[src/design/ihts_pkg.sv]
// Shared types, constants and helpers for the image header type/size sniffer.
`default_nettype none

package ihts_pkg;

    localparam int unsigned DEFAULT_MAX_IMAGE_BYTES = 1048576;

    localparam int unsigned LEN_W = 21;
    localparam int unsigned DIM_W = 16;
    localparam int unsigned CFG_DATA_W = 21;
    localparam int unsigned CFG_INDEX_W = 2;

    // configuration register indexes
    localparam logic [CFG_INDEX_W-1:0] CFG_IMAGE_LENGTH = 2'd0;
    localparam logic [CFG_INDEX_W-1:0] CFG_MAX_WIDTH    = 2'd1;
    localparam logic [CFG_INDEX_W-1:0] CFG_MAX_HEIGHT   = 2'd2;

    localparam logic [LEN_W-1:0] IMAGE_LENGTH_RESET = 21'h100000;
    localparam logic [DIM_W-1:0] MAX_DIM_RESET      = 16'hffff;

    // shorter images are reported as no known kind
    localparam int unsigned MIN_KIND_BYTES = 16;
    // a marker's FF must sit before length minus this
    localparam int unsigned JPEG_TAIL = 10;

    localparam logic [7:0] MARK_PREFIX = 8'hff;
    localparam logic [7:0] JPEG_SOI    = 8'hd8;

    localparam logic [7:0] GIF_SIG [6] = '{8'h47, 8'h49, 8'h46, 8'h38, 8'h39, 8'h61};
    localparam logic [7:0] PNG_SIG [8] = '{8'h89, 8'h50, 8'h4e, 8'h47,
                                           8'h0d, 8'h0a, 8'h1a, 8'h0a};

    typedef enum logic [1:0] {
        KIND_NONE = 2'd0,
        KIND_JPEG = 2'd1,
        KIND_GIF  = 2'd2,
        KIND_PNG  = 2'd3
    } kind_t;

    typedef enum logic [1:0] {
        PH_SEARCH = 2'd0,
        PH_LEN    = 2'd1,
        PH_SOF    = 2'd2,
        PH_DONE   = 2'd3
    } phase_t;

    typedef struct packed {
        logic [DIM_W-1:0] max_width;
        logic [DIM_W-1:0] max_height;
    } limits_t;

    typedef struct packed {
        kind_t            kind;
        logic             found;
        logic [DIM_W-1:0] width;
        logic [DIM_W-1:0] height;
        logic             fits;
    } result_t;

    function automatic logic is_sof(input logic [7:0] b);
        return b inside {[8'hc0:8'hc3], [8'hc9:8'hcb]};
    endfunction

endpackage

`default_nettype wire

[src/design/image_header_type_size_sniffer.sv]
// Top level: config registers, input stage, parser and result register.
//
// Usage: stream the bytes of one image on the input channel (valid/ready),
// one byte per beat, with end_of_image high on the final byte. One result
// beat (kind, found flag, width, height, limit check) leaves on the output
// channel for each image, nothing for the other bytes.
// Throughput: one byte per cycle, sustained but for the stall below; the input
// stage and the parser state update together, in the same cycle.
// Result path: the final byte is registered in the input stage, then parsed
// straight into the result register, whose contents form the result beat;
// while that register is busy the byte waits in the input stage.
// Stalls: bytes without the end mark keep flowing while a result waits;
// a final byte is held in the input stage until the result register is free.
// Configuration: image_length, max_width and max_height are written through
// write_enable/reg_index/write_data between images.
// Reset: all parser state cleared, image_length = 1 MiB, limits unlimited;
// no flush pass is needed, the block accepts bytes straight away.
`default_nettype none

module image_header_type_size_sniffer #(
    parameter int unsigned MAX_IMAGE_BYTES = ihts_pkg::DEFAULT_MAX_IMAGE_BYTES
) (
    input  wire logic                              clk,
    input  wire logic                              rst_n,

    input  wire logic                              write_enable,
    input  wire logic [ihts_pkg::CFG_INDEX_W-1:0]  reg_index,
    input  wire logic [ihts_pkg::CFG_DATA_W-1:0]   write_data,

    input  wire logic                              in_valid,
    output logic                                   in_ready,
    input  wire logic [7:0]                        data_byte,
    input  wire logic                              end_of_image,

    output logic                                   out_valid,
    input  wire logic                              out_ready,
    output logic [1:0]                             image_kind,
    output logic                                   size_found,
    output logic [ihts_pkg::DIM_W-1:0]             pixel_width,
    output logic [ihts_pkg::DIM_W-1:0]             pixel_height,
    output logic                                   fits_limits
);

    localparam int unsigned OW = $clog2(MAX_IMAGE_BYTES + 1);
    localparam int unsigned CW = (OW > ihts_pkg::LEN_W) ? OW : ihts_pkg::LEN_W;

    logic [ihts_pkg::LEN_W-1:0] image_length_reg;
    ihts_pkg::limits_t          limits_reg;

    logic                       s1_valid_reg, s1_valid_next;
    logic [7:0]                 s1_byte_reg;
    logic                       s1_last_reg;
    logic                       s1_fire;

    logic                       out_valid_reg, out_valid_next;
    ihts_pkg::result_t          out_reg;
    ihts_pkg::result_t          core_result;

    logic [CW-1:0]              len_ext;
    logic [CW-1:0]              len_cap;
    logic [CW-1:0]              len_min;
    logic [OW-1:0]              eff_len;

    // configuration
    always_ff @(posedge clk or negedge rst_n)
    begin
        if (!rst_n)
        begin
            image_length_reg      <= ihts_pkg::IMAGE_LENGTH_RESET;
            limits_reg.max_width  <= ihts_pkg::MAX_DIM_RESET;
            limits_reg.max_height <= ihts_pkg::MAX_DIM_RESET;
        end
        else if (write_enable)
        begin
            case (reg_index)
                ihts_pkg::CFG_IMAGE_LENGTH: image_length_reg <= write_data;
                ihts_pkg::CFG_MAX_WIDTH:
                    limits_reg.max_width <= write_data[ihts_pkg::DIM_W-1:0];
                ihts_pkg::CFG_MAX_HEIGHT:
                    limits_reg.max_height <= write_data[ihts_pkg::DIM_W-1:0];
                default:
                begin
                end
            endcase
        end
    end

    always_comb
    begin
        len_ext = CW'(image_length_reg);
        len_cap = CW'(MAX_IMAGE_BYTES);
        len_min = (len_ext < len_cap) ? len_ext : len_cap;
        eff_len = len_min[OW-1:0];
    end

    // a final byte only moves on when the result register can take it
    always_comb
    begin
        s1_fire        = s1_valid_reg && (!s1_last_reg || !out_valid_reg || out_ready);
        in_ready       = !s1_valid_reg || s1_fire;
        s1_valid_next  = in_valid || (s1_valid_reg && !s1_fire);
        out_valid_next = out_valid_reg && !out_ready;
        if (s1_fire && s1_last_reg)
            out_valid_next = 1'b1;
    end

    always_ff @(posedge clk or negedge rst_n)
    begin
        if (!rst_n)
        begin
            s1_valid_reg  <= 1'b0;
            out_valid_reg <= 1'b0;
        end
        else
        begin
            s1_valid_reg  <= in_ready ? in_valid : s1_valid_next;
            out_valid_reg <= out_valid_next;
        end
    end

    always_ff @(posedge clk)
    begin
        if (in_valid && in_ready)
        begin
            s1_byte_reg <= data_byte;
            s1_last_reg <= end_of_image;
        end
        if (s1_fire && s1_last_reg)
            out_reg <= core_result;
    end

    ihts_core #(
        .MAX_IMAGE_BYTES (MAX_IMAGE_BYTES)
    ) u_core (
        .clk     (clk),
        .rst_n   (rst_n),
        .step    (s1_fire),
        .byte_in (s1_byte_reg),
        .last    (s1_last_reg),
        .eff_len (eff_len),
        .limits  (limits_reg),
        .result  (core_result)
    );

    assign out_valid    = out_valid_reg;
    assign image_kind   = out_reg.kind;
    assign size_found   = out_reg.found;
    assign pixel_width  = out_reg.width;
    assign pixel_height = out_reg.height;
    assign fits_limits  = out_reg.fits;

endmodule

`default_nettype wire

[src/design/ihts_core.sv]
// Per-byte header parser: signature match, GIF/PNG field capture and JPEG marker scan.
`default_nettype none

module ihts_core #(
    parameter int unsigned MAX_IMAGE_BYTES = ihts_pkg::DEFAULT_MAX_IMAGE_BYTES,
    localparam int unsigned OW = $clog2(MAX_IMAGE_BYTES + 1)
) (
    input  wire logic              clk,
    input  wire logic              rst_n,
    input  wire logic              step,
    input  wire logic [7:0]        byte_in,
    input  wire logic              last,
    input  wire logic [OW-1:0]     eff_len,
    input  wire ihts_pkg::limits_t limits,
    output ihts_pkg::result_t      result
);

    localparam int unsigned NW = ((OW > ihts_pkg::DIM_W) ? OW : ihts_pkg::DIM_W) + 1;

    logic [OW-1:0]         off_reg, off_next;
    logic [7:0]            sig_reg [8];
    logic [7:0]            sig_next [8];
    logic [7:0]            sig_view [8];
    ihts_pkg::kind_t       kind_reg, kind_next;
    ihts_pkg::phase_t      phase_reg, phase_next;
    logic [NW-1:0]         nco_reg, nco_next;
    logic [OW-1:0]         marker_reg, marker_next;
    logic [15:0]           width_reg, width_next;
    logic [15:0]           height_reg, height_next;
    logic                  found_reg, found_next;
    logic [7:0]            prev_reg, prev_next;
    logic [7:0]            seg_hi_reg, seg_hi_next;

    logic                  acc;
    logic [OW-1:0]         delta;
    logic                  tail_hit;
    logic                  jpeg_match, gif_match, png_match;
    logic                  do_pair;
    logic [7:0]            pair_prev;
    logic [15:0]           seg;
    ihts_pkg::kind_t       kind_res;
    logic                  found_res;

    always_comb
    begin
        off_next    = off_reg;
        kind_next   = kind_reg;
        phase_next  = phase_reg;
        nco_next    = nco_reg;
        marker_next = marker_reg;
        width_next  = width_reg;
        height_next = height_reg;
        found_next  = found_reg;
        prev_next   = prev_reg;
        seg_hi_next = seg_hi_reg;
        do_pair     = 1'b0;
        pair_prev   = prev_reg;

        acc      = off_reg < eff_len;
        delta    = off_reg - marker_reg;
        tail_hit = ({1'b0, off_reg} + (OW + 1)'(ihts_pkg::JPEG_TAIL - 1)) >= {1'b0, eff_len};
        seg      = {seg_hi_reg, byte_in};

        for (int k = 0; k < 8; k++)
        begin
            sig_view[k] = (off_reg == OW'(k)) ? byte_in : sig_reg[k];
            sig_next[k] = acc ? sig_view[k] : sig_reg[k];
        end

        jpeg_match = (sig_view[0] == ihts_pkg::MARK_PREFIX) && (sig_view[1] == ihts_pkg::JPEG_SOI);
        gif_match  = 1'b1;
        for (int k = 0; k < 6; k++)
        begin
            gif_match = gif_match && (sig_view[k] == ihts_pkg::GIF_SIG[k]);
        end
        png_match = 1'b1;
        for (int k = 0; k < 8; k++)
        begin
            png_match = png_match && (sig_view[k] == ihts_pkg::PNG_SIG[k]);
        end

        if (acc)
        begin
            if (off_reg == OW'(1) && jpeg_match)
                kind_next = ihts_pkg::KIND_JPEG;
            if (off_reg == OW'(5) && gif_match)
                kind_next = ihts_pkg::KIND_GIF;
            if (off_reg == OW'(7) && png_match)
                kind_next = ihts_pkg::KIND_PNG;

            case (kind_next)
                ihts_pkg::KIND_JPEG:
                begin
                    case (phase_reg)
                        ihts_pkg::PH_SEARCH:
                        begin
                            if (NW'(off_reg) > nco_reg)
                                do_pair = 1'b1;
                        end
                        ihts_pkg::PH_LEN:
                        begin
                            if (delta == OW'(1))
                            begin
                                seg_hi_next = byte_in;
                            end
                            else if (delta == OW'(2))
                            begin
                                phase_next = ihts_pkg::PH_SEARCH;
                                if (seg >= 16'd2)
                                begin
                                    nco_next = NW'(marker_reg) + NW'(seg);
                                end
                                else
                                begin
                                    // degenerate length: rescan from the length bytes
                                    do_pair   = 1'b1;
                                    pair_prev = seg_hi_reg;
                                end
                            end
                        end
                        ihts_pkg::PH_SOF:
                        begin
                            if (delta == OW'(4))
                                height_next[15:8] = byte_in;
                            else if (delta == OW'(5))
                                height_next[7:0] = byte_in;
                            else if (delta == OW'(6))
                                width_next[15:8] = byte_in;
                            else if (delta == OW'(7))
                            begin
                                width_next[7:0] = byte_in;
                                found_next      = 1'b1;
                                phase_next      = ihts_pkg::PH_DONE;
                            end
                        end
                        default:
                        begin
                        end
                    endcase

                    if (do_pair)
                    begin
                        if (tail_hit)
                        begin
                            phase_next = ihts_pkg::PH_DONE;
                        end
                        else if (pair_prev == ihts_pkg::MARK_PREFIX &&
                                 byte_in != ihts_pkg::MARK_PREFIX)
                        begin
                            marker_next = off_reg;
                            phase_next  = ihts_pkg::is_sof(byte_in) ? ihts_pkg::PH_SOF
                                                                    : ihts_pkg::PH_LEN;
                        end
                        else
                        begin
                            nco_next = NW'(off_reg);
                        end
                    end
                end
                ihts_pkg::KIND_GIF:
                begin
                    // little-endian pairs
                    if (off_reg == OW'(6))
                        width_next[7:0] = byte_in;
                    else if (off_reg == OW'(7))
                        width_next[15:8] = byte_in;
                    else if (off_reg == OW'(8))
                        height_next[7:0] = byte_in;
                    else if (off_reg == OW'(9))
                    begin
                        height_next[15:8] = byte_in;
                        found_next        = 1'b1;
                    end
                end
                ihts_pkg::KIND_PNG:
                begin
                    // low halves of the big-endian IHDR words
                    if (off_reg == OW'(18))
                        width_next[15:8] = byte_in;
                    else if (off_reg == OW'(19))
                        width_next[7:0] = byte_in;
                    else if (off_reg == OW'(22))
                        height_next[15:8] = byte_in;
                    else if (off_reg == OW'(23))
                    begin
                        height_next[7:0] = byte_in;
                        found_next       = 1'b1;
                    end
                end
                default:
                begin
                end
            endcase

            prev_next = byte_in;
            off_next  = off_reg + OW'(1);
        end

        kind_res  = (off_next >= OW'(ihts_pkg::MIN_KIND_BYTES)) ? kind_next : ihts_pkg::KIND_NONE;
        found_res = (kind_res != ihts_pkg::KIND_NONE) && found_next;

        result.kind   = kind_res;
        result.found  = found_res;
        result.width  = found_res ? width_next : 16'd0;
        result.height = found_res ? height_next : 16'd0;
        result.fits   = found_res && (width_next <= limits.max_width) &&
                        (height_next <= limits.max_height);
    end

    always_ff @(posedge clk or negedge rst_n)
    begin
        if (!rst_n)
        begin
            off_reg    <= '0;
            kind_reg   <= ihts_pkg::KIND_NONE;
            phase_reg  <= ihts_pkg::PH_SEARCH;
            nco_reg    <= NW'(2);
            marker_reg <= '0;
            width_reg  <= '0;
            height_reg <= '0;
            found_reg  <= 1'b0;
            prev_reg   <= '0;
            seg_hi_reg <= '0;
            for (int k = 0; k < 8; k++)
            begin
                sig_reg[k] <= '0;
            end
        end
        else if (step)
        begin
            if (last)
            begin
                // image done: back to the idle state for the next one
                off_reg    <= '0;
                kind_reg   <= ihts_pkg::KIND_NONE;
                phase_reg  <= ihts_pkg::PH_SEARCH;
                nco_reg    <= NW'(2);
                marker_reg <= '0;
                width_reg  <= '0;
                height_reg <= '0;
                found_reg  <= 1'b0;
                prev_reg   <= '0;
                seg_hi_reg <= '0;
                for (int k = 0; k < 8; k++)
                begin
                    sig_reg[k] <= '0;
                end
            end
            else
            begin
                off_reg    <= off_next;
                kind_reg   <= kind_next;
                phase_reg  <= phase_next;
                nco_reg    <= nco_next;
                marker_reg <= marker_next;
                width_reg  <= width_next;
                height_reg <= height_next;
                found_reg  <= found_next;
                prev_reg   <= prev_next;
                seg_hi_reg <= seg_hi_next;
                for (int k = 0; k < 8; k++)
                begin
                    sig_reg[k] <= sig_next[k];
                end
            end
        end
    end

endmodule

`default_nettype wire
[config.mk]
export PLATFORM = sky130hd
export DESIGN_NAME = image_header_type_size_sniffer
export DESIGN_NICKNAME = d
export VERILOG_FILES = /design/src/design/ihts_pkg.sv /design/src/design/image_header_type_size_sniffer.sv /design/src/design/ihts_core.sv
export SDC_FILE = /design/constraint.sdc
export NUM_CORES = 1
export LEC_CHECK = 0
export BUFFER_PORTS_ARGS = -buffer_cell sky130_fd_sc_hd__buf_2
export CAP_MARGIN = 15
export CORE_MARGIN = 4
export CORE_UTILIZATION = 35
export CTS_BUF_LIST = sky130_fd_sc_hd__clkbuf_8
export CTS_CLUSTER_DIAMETER = 200
export DETAILED_ROUTE_END_ITERATION = 10
export GPL_ROUTABILITY_DRIVEN = 0
export PLACE_DENSITY = 0.57
export SYNTH_ARGS = -nofsm -noshare
export SYNTH_HDL_FRONTEND = slang
export SYNTH_SLANG_ARGS = --single-unit
[constraint.sdc]
create_clock -name clk -period 18.6 [get_ports clk]
set_input_delay 3.72 -clock clk [delete_from_list [all_inputs] [get_ports clk]]
set_output_delay 3.72 -clock clk [all_outputs]
set_load 0.02 [all_outputs]
==> summary.txt, run 1 <==
Power and ir drop
  – Maximum resistive drop on vdd: 0.0534 mV
  – Combinational fraction of design power: 23.3%
  – Int Pwr: 1.17 mW
  – Leakage power: 9.07 nW
  – Power per Cell Area: 84.1 nW/um2
  – Power share of the clock group: 36.2%
  – Register share of total power: between 40% and 50%
  – Tot Pwr: 1.72 mW
  – Sw power: 554 uW
  – Switching portion of total power: 32.1%

GRT
  – Fraction of met1 tracks used by global routing: 27.9%
  – Largest net degree at the start of global routing: 84
  – Met2 track utilization from global routing: between 30% and 40%
  – GR peak layer: met2
  – First-pass GRT wire length: a little under 90000 um
  – Number of global-route vias before repair: ~15000
  – Number of antenna violations at the first check in global routing: 2
  – All-Layer GR Usage: 19.6%
  – Met3 Track Usage GR: under 10%
  – Leftover overflow at the end of global routing: 0

Yosys
  – Part of the Yosys area used for sequential elements: between 30% and 40%
  – Adder-cell share of the synthesized area: 9.62%
  – Dominant combinational cell family by area after synthesis: compound AO/OA/AOI/OAI gates
  – Cell Area, Synth: 18400 um2
  – Post-synth EDFFs: 45
  – Cell count after synthesis: 1971
  – Share of synthesized flip-flops with an asynchronous set or reset: between 80% and 90%
  – Post-synthesis register bit count: around 270
  – Unique masters post-synth: 87
  – Average cell area after synthesis: 9.32 um2
  – Post-synthesis simple-gate area fraction: 18.5%
  – Fraction of synthesized cell area in xor and xnor cells: 2.62%
  – Post-Synthesis Net Count: between 2000 and 2500
  – Compound-gate portion of the synthesized area: 21.3%
  – Prevailing post-synth register cell: sky130_fd_sc_hd__dfrtp_1
  – Mux share of post-synthesis cell area: under 10%
  – Synth Warn #: 0

Worst hold path
  – Class of the most critical hold timing path: flop to flop

Clocking
  – Clk slew on worst S/H paths: roughly 0.05 ns
  – Post-CTS Setup Bufs: 0
  – Maximum clock path buffer count: 3
  – Root Driver: sky130_fd_sc_hd__clkbuf_8
  – Clock insertion delay at the later pin of the skew report: 0.62 ns
  – PostCTS Resize Cnt: 0
  – H-tree depth reported by CTS: 2
  – Post-CTS Hold Fix Bufs: 0
  – CTS buffer count: 50
  – CTS tree: yes
  – Clk sink count: 273

STA
  – Worst clock skew: ~0.023 ns
  – Slew at the pin closest to its max-slew limit: 1.00 ns
  – Final critical-path share of the clock period: between 40% and 50%
  – Number of hold violations in the final report: 0
  – Final Slew Violations: 0
  – Minimum clock period after layout: ~8.0 ns
  – Setup repair after global routing missed its margin: no
  – Tightest hold margin: 0.480 ns
  – Setup TNS Final: 0 ns
  – Fmax: 0.126 GHz
  – Max transition margin: 33.2%
  – Number of endpoints failing setup at the final stage: 0

Placement
  – I/O Buffers: between 70 and 80
  – Detailed Place HPWL: 41300 um

Floorplanning
  – Row cnt: 83
  – Die Y-Extent: between 200 and 250 um
  – IO Count: 75
  – Starting utilization of the core area: 35.6%
  – Die area: 56200 um2
  – Floorplan die width: between 200 and 250 um
  – Core Area: 51600 um2

Run
  – Max-cap check violation count: 0

Routing
  – DR WL/cell: 20.8 um
  – DRC violation count after routing: 0
  – Via count of the routed design: ~16000
  – Number of violations reported at the end of detailed-routing iteration 0: 1249
  – Ratio of routed vias to standard cells: 5.78
  – Count of antenna-violating nets left after detailed routing: 0
  – TritonRoute pass-1 iters: 5
  – Detailed Route WL: 57100 um

Critical path
  – Critical path class: primary input to output port
  – Arr. time, crit path: 4.24 ns
  – Crit start category: primary input
  – Worst Setup End Kind: output port
  – Worst Path Required: 14.88 ns
  – Worst-path fanout max: 3

Finish
  – Multi-input combinational cell area: 10400 um2
  – Fraction of layout cells with a size suffix above 1: 14.7%
  – Number of nets in the finished design: 2195
  – Sequential cell area: 7100 um2
  – Max FFs per register: 56
  – Most frequent standard cell in the layout excluding fill and tap cells: sky130_fd_sc_hd__dfrtp_1
  – FILL cells: 5105
  – Commonest cells after routing, fill and taps aside: sky130_fd_sc_hd__dfrtp_1, sky130_fd_sc_hd__nand2_1, sky130_fd_sc_hd__ha_1
  – Relative area change from synthesis to final layout: 11.6%

Status
  – Run status: complete, no violations
[final cells by class]
| class | count | share of cell area (%) |
|---|---|---|
| Clock inverter | 28 | 0.983 |
| Antenna cell | 2 | 0.0244 |
| Multi-Input combinational cell | 1478 | 50.7 |
| Clock buffer | 65 | 4.36 |
| Sequential cell | 273 | 34.6 |
| Tap cell | 680 | 4.15 |
| Inverter | 109 | 2.00 |
| Timing Repair Buffer | 106 | 3.11 |
[power by group through the flow]
stage	logic [mW]	clock network, mW	registers [mW]
finish	0.401	0.624	0.699
global route	0.444	0.671	0.704
CTS	0.399	0.642	0.698
detailed placement	0.397	0	0.708
global placement	0.389	0	0.707
floorplan	0.276	0	0.698
[stage by stage]
step | setup slack, ns | cell area [um2] | util (%) | std cells
final | 10.64 | 20500 | 39.7 | 2741
after global routing | 10.60 | 20500 | 39.7 | 2739
after CTS | 10.65 | 20500 | 39.7 | 2738
after detailed placement | 10.65 | 19400 | 37.6 | 2645
after global placement | 10.67 | 19400 | 37.5 | 2644
after floorplan | 10.84 | 18400 | - | 1971
[cells by family (layout without fill, tap and decap cells)]
kind of cell             count (synthesis)  in the layout
AO/OA/AOI/OAI                          562            562
XOR/XNOR                                55             55
adder cells (fa/ha/maj)                140            140
buffers and inverters                  220            308
flip-flops                             273            273
multiplexers                            75             75
other                                    0              2
AND/OR/NAND/NOR                        646            646
[critical path, cell delays in order]
cell                       delay, ns
sky130_fd_sc_hd__buf_2          0.11
sky130_fd_sc_hd__nand4b_1       0.21
sky130_fd_sc_hd__buf_2          0.20
[synth_stat cells, drive strengths merged, types with 17 or more instances]
cell,number,area share (%)
dfrtp,194,26
nand2,172,3.5
ha,138,9.4
o21ai,130,3.5
a22o,126,6.0
nor2,117,2.4
inv,109,2.2
a21oi,101,2.8
clkbuf,77,1.6
mux2,60,3.7
nor2b,58,2.0
nand3,57,1.6
edfxtp,45,7.4
nor3,43,1.2
a21o,37,1.5
buf,34,0.96
dfstp,34,4.9
xnor2,33,1.6
nand4,30,1.1
nand2b,29,0.99
and3,23,0.78
xor2,22,1.0
and2,21,0.72
or3,20,0.68
o31ai,18,0.74
nor4,17,0.91
[layer usage]
layer / share of wire [%] / routed length [um] / vias up
met3: 5.3 / 3010 / 93
met2: 45 / 26000 / 452
met1: 47 / 26700 / 7932
met4: 2.4 / 1370 / 0
met5: 0 / 0 / -
li1: - / - / 7354
[worst paths after layout]
kind / to / slack (ns) / startpoint / depth (start not counted)
setup / recovery: in_ready / 10.64 / out_ready / 3
hold / removal: u_core.nco_reg[10]$_DFFE_PN0P_ / 0.48 / u_core.nco_reg[10]$_DFFE_PN0P_ / 2
setup reg to reg: fits_limits$_DFFE_PP_ / 11.32 / u_core.off_reg[7]$_DFFE_PN0P_ / 24
hold reg to reg: u_core.nco_reg[10]$_DFFE_PN0P_ / 0.48 / u_core.nco_reg[10]$_DFFE_PN0P_ / 2
max in group asynchronous: u_core.sig_reg[19]$_DFFE_PN0P_ / 14.01 / rst_n / 2
min in group asynchronous: image_length_reg[14]$_DFFE_PN0P_ / 3.11 / rst_n / 1
Note: power is estimated with default switching activity, not from simulation.
==> run 2, diff against run 1 <==
--- a/config.mk
+++ b/config.mk
@@ -5,6 +5,7 @@
 export SDC_FILE = /design/constraint.sdc
 export NUM_CORES = 1
 export LEC_CHECK = 0
+export ABC_AREA = 1
 export BUFFER_PORTS_ARGS = -buffer_cell sky130_fd_sc_hd__buf_2
 export CAP_MARGIN = 15
 export CORE_MARGIN = 4
==> constraint.sdc (replaced) <==
create_clock -name clk -period 8 [get_ports clk]
set_input_delay 1.6 -clock clk [delete_from_list [all_inputs] [get_ports clk]]
set_output_delay 1.6 -clock clk [all_outputs]
set_load 0.02 [all_outputs]
==> run 2 against run 1 <==
First-iteration DRC count grew 67%. Via count rose by 40%. Count of clock-buffer cells in the layout fell by 9. Largest power group is now combinational cells.
==> summary.txt, run 2 <==
Worst hold path
  – Worst min-delay path startpoint: u_core.prev_reg[4]$_DFFE_PN0P_
  – Class of the most critical hold timing path: flop to flop
  – Number of cells traversed by the worst hold path: 2 (unchanged)
  – Worst Hold End: u_core.prev_reg[4]$_DFFE_PN0P_

Routing
  – Number of violations reported at the end of detailed-routing iteration 0: 2082 (+67%)
  – Detailed Route WL: 75900 um (+33%)
  – DR WL/cell: 17.7 um (-15%)
  – TritonRoute pass-1 iters: 7 (+2)
  – Ratio of routed vias to standard cells: 5.15 (-11%)
  – Count of antenna-violating nets left after detailed routing: 0 (unchanged)
  – DRC violation count after routing: 0 (unchanged)
  – Via count of the routed design: 22100 (+40%)

Critical path
  – Number of cells on the worst reg-to-reg path: 27 (+13%)
  – Slack of the worst reg-to-reg path: 1.81 ns (-9.51 ns)
  – Arr. time, crit path: 6.59 ns (+2.35 ns)
  – Worst Setup End Kind: flop
  – Critical path class: flop to flop
  – Worst-path fanout max: 43 (+40)
  – Worst Path Required: 8.41 ns (-6.47 ns)
  – Crit start category: flop
  – Worst reg2reg path startpoint: u_core.off_reg[19]$_DFFE_PN0P_
  – Worst flop-to-flop path endpoint: fits_limits$_DFFE_PP_

Yosys
  – Post-synth EDFFs: 45 (unchanged)
  – Synth Warn #: 0 (unchanged)
  – Yosys top cell by area: sky130_fd_sc_hd__dfrtp_1
  – Most numerous cell types in the synthesized netlist: sky130_fd_sc_hd__nand2_1, sky130_fd_sc_hd__inv_1, sky130_fd_sc_hd__nor2_1
  – Post-synthesis register bit count: 280 (+2.6%)
  – Cell count after synthesis: 3382 (+72%)
  – Average cell area after synthesis: 6.65 um2 (-29%)
  – Leading cell types by total area after synthesis: sky130_fd_sc_hd__dfrtp_1, sky130_fd_sc_hd__nand2_1, sky130_fd_sc_hd__ha_1, sky130_fd_sc_hd__inv_1, sky130_fd_sc_hd__nor2_1
  – Post-Synthesis Net Count: 3559 (+66%)
  – Part of the Yosys area used for sequential elements: 32.3% (-6.3 points)
  – Count leader, synth: sky130_fd_sc_hd__nand2_1
  – Unique masters post-synth: 56 (-36%)
  – Cell Area, Synth: 22500 um2 (+22%)
  – Share of synthesized flip-flops with an asynchronous set or reset: 83.9% (+0.41 points)
  – Share of the synthesized area in the top cell type: 22.4% (-4.1 points)
  – Prevailing post-synth register cell: sky130_fd_sc_hd__dfrtp_1

Floorplanning
  – IO Count: 75 (unchanged)
  – Core Area: 63300 um2 (+23%)
  – Die Y-Extent: 262 um (+10%)
  – Row cnt: 92 (+11%)
  – Floorplan die width: 262 um (+10%)
  – Starting utilization of the core area: 35.5% (-0.049 points)
  – Die area: 68400 um2 (+22%)

STA
  – Setup TNS Final: 0 ns (unchanged)
  – Slew at the pin closest to its max-slew limit: 1.12 ns (+0.118 ns)
  – Max transition margin: 25.3% (-8.0 points)
  – Number of hold violations in the final report: 0 (unchanged)
  – Final critical-path share of the clock period: between 70 and 80%
  – Number of endpoints failing setup at the final stage: 0 (unchanged)
  – Setup repair after global routing missed its margin: no
  – Fmax: 0.162 GHz
  – Final Slew Violations: 0 (unchanged)
  – Minimum clock period after layout: 6.19 ns
  – Worst clock skew: 0.0298 ns (+0.00711 ns)

Finish
  – Fraction of layout cells with a size suffix above 1: 8.94% (-5.8 points)
  – Fin area: 24500 um2 (+20%)
  – Number of nets in the finished design: 3580 (+63%)
  – Sequential cell area: 7270 um2 (+2.5%)
  – Most frequent standard cell in the layout excluding fill and tap cells: sky130_fd_sc_hd__nand2_1
  – FILL cells: 6837 (+34%)
  – Multi-input combinational cell area: 12800 um2 (+23%)
  – Relative area change from synthesis to final layout: 9.04%
  – Commonest cells after routing, fill and taps aside: sky130_fd_sc_hd__nand2_1, sky130_fd_sc_hd__inv_1, sky130_fd_sc_hd__nor2_1
  – Max FFs per register: 63 (+13%)

GRT
  – Number of antenna violations at the first check in global routing: 1 (-1)
  – Largest net degree at the start of global routing: 113 (+35%)
  – First-pass GRT wire length: 119000 um (+35%)
  – Number of global-route vias before repair: 20700 (+35%)
  – Leftover overflow at the end of global routing: 0 (unchanged)
  – All-Layer GR Usage: 22.0% (+2.4 points)

Clocking
  – Maximum clock path buffer count: 3 (unchanged)
  – Root Driver: sky130_fd_sc_hd__clkbuf_8
  – H-tree depth reported by CTS: 2 (unchanged)
  – Post-CTS Setup Bufs: 0 (unchanged)
  – CTS tree: yes
  – CTS buffer count: 54 (+8.0%)
  – Post-CTS Hold Fix Bufs: 0 (unchanged)
  – Clock insertion delay at the later pin of the skew report: 0.67 ns (+0.05 ns)
  – Clk sink count: 280 (+2.6%)
  – PostCTS Resize Cnt: 0 (unchanged)
  – Clk slew on worst S/H paths: 0.06 ns (about the same)

Placement
  – I/O Buffers: 74 (unchanged)
  – Placement Cell Area: 23500 um2 (+21%)
  – Detailed Place HPWL: 54100 um (+31%)

Power and ir drop
  – Maximum resistive drop on vdd: 0.322 mV (+500%)
  – Power per Cell Area: 363 nW/um2 (+330%)
  – Leakage power: 12.5 nW (+38%)

Run
  – Max-cap check violation count: 0 (unchanged)

Status
  – Run status: complete, no violations
==> run 2: cell count changes after synthesis, sizes merged, moves of 34 or more <==
cell   delta
nand2   +896
o22ai    +51
o21ai   +106
nand3   +202
nor2b    -58
nand4    +82
mux2     -56
inv     +321
a22o    -119
nor2    +289
a21o     -34
==> run 2: worst max-delay path: stages (launching register included) <==
cell and delay [ns]:
sky130_fd_sc_hd__dfrtp_1 0.59, sky130_fd_sc_hd__nor2_8 0.19, sky130_fd_sc_hd__inv_2 0.06, sky130_fd_sc_hd__nor2_4 0.72
sky130_fd_sc_hd__nand3_1 0.51, sky130_fd_sc_hd__nand2_1 0.15, sky130_fd_sc_hd__o21ai_1 0.15, sky130_fd_sc_hd__nor2_1 0.15
sky130_fd_sc_hd__nand2_1 0.06, sky130_fd_sc_hd__nor2_1 0.10, sky130_fd_sc_hd__nand2_1 0.05, sky130_fd_sc_hd__nor2_1 0.17
sky130_fd_sc_hd__nand3_2 0.37, sky130_fd_sc_hd__nand4_2 0.19, sky130_fd_sc_hd__nand2_2 0.50, sky130_fd_sc_hd__buf_4 0.45
sky130_fd_sc_hd__nor2_1 0.13, sky130_fd_sc_hd__nand2_1 0.07, sky130_fd_sc_hd__nand2_1 0.13, sky130_fd_sc_hd__inv_1 0.07
sky130_fd_sc_hd__ha_1 0.30, sky130_fd_sc_hd__nand4_1 0.10, sky130_fd_sc_hd__o221ai_1 0.27, sky130_fd_sc_hd__nand2_1 0.09
sky130_fd_sc_hd__o2111ai_1 0.09, sky130_fd_sc_hd__nand2_1 0.07, sky130_fd_sc_hd__nand2_1 0.07, sky130_fd_sc_hd__nor2_2 0.04
==> run 2: logic make-up after synthesis <==
family | count (synthesis) | synth area share, %
DFF | 280 | 32.3
xor gates and xnor gates | 56 | 2.18
muxes | 4 | 0.200
and+or+nand+nor | 1894 | 36.3
AOI/OAI and AO/OA | 428 | 10.5
buffers and inverters | 580 | 10.7
adders and majority gates | 140 | 7.85
==> run 2: layout make-up <==
type,instances,share of cell area (%)
Clock inverter,44,1.22
Antenna cell,1,0.0102
Clock buffer,56,3.14
Tap cell,846,4.32
Inverter,435,6.66
Timing Repair Buffer,110,2.65
Sequential cell,280,29.7
Multi-Input combinational cell,2522,52.3
==> run 2: worst max-delay path by stage <==
stage,start,cells after the start,end,slack [ns]
floorplan,u_core.off_reg[0]$_DFFE_PN0P_,38,fits_limits$_DFFE_PP_,3.57
global placement,u_core.off_reg[19]$_DFFE_PN0P_,27,fits_limits$_DFFE_PP_,2.00
detailed placement,u_core.off_reg[19]$_DFFE_PN0P_,27,fits_limits$_DFFE_PP_,1.98
CTS,u_core.off_reg[19]$_DFFE_PN0P_,27,fits_limits$_DFFE_PP_,1.94
global route,u_core.off_reg[18]$_DFFE_PN0P_,27,fits_limits$_DFFE_PP_,1.36
finish,u_core.off_reg[19]$_DFFE_PN0P_,27,fits_limits$_DFFE_PP_,1.81
==> run 2: stage by stage <==
step                hold WS, ns  power (mW)  util (%)  setup slack (ns)  std cells
detailed placement        0.463        7.34      37.0              1.98       4193
global route              0.495        9.72      38.7              1.36       4294
CTS                       0.479        8.87      38.7              1.94       4293
floorplan                 0.442        6.05         -              3.57       3382
global placement          0.455        7.34      37.0              2.00       4193
finish                    0.472        8.91      38.7              1.81       4294
==> run 2: power by group <==
part           switching (mW)  internal [mW]
Combinational            3.88           1.65
Sequential              0.224           1.68
Clock                   0.698          0.780
==> run 2: layer usage <==
layer	vias up	wire length (um)	track usage, %
met5	-	0	0
met4	0	2490	7.80
met3	151	5220	2.90
met2	788	32700	33.8
met1	10100	35500	31.8
li1	11000	-	-
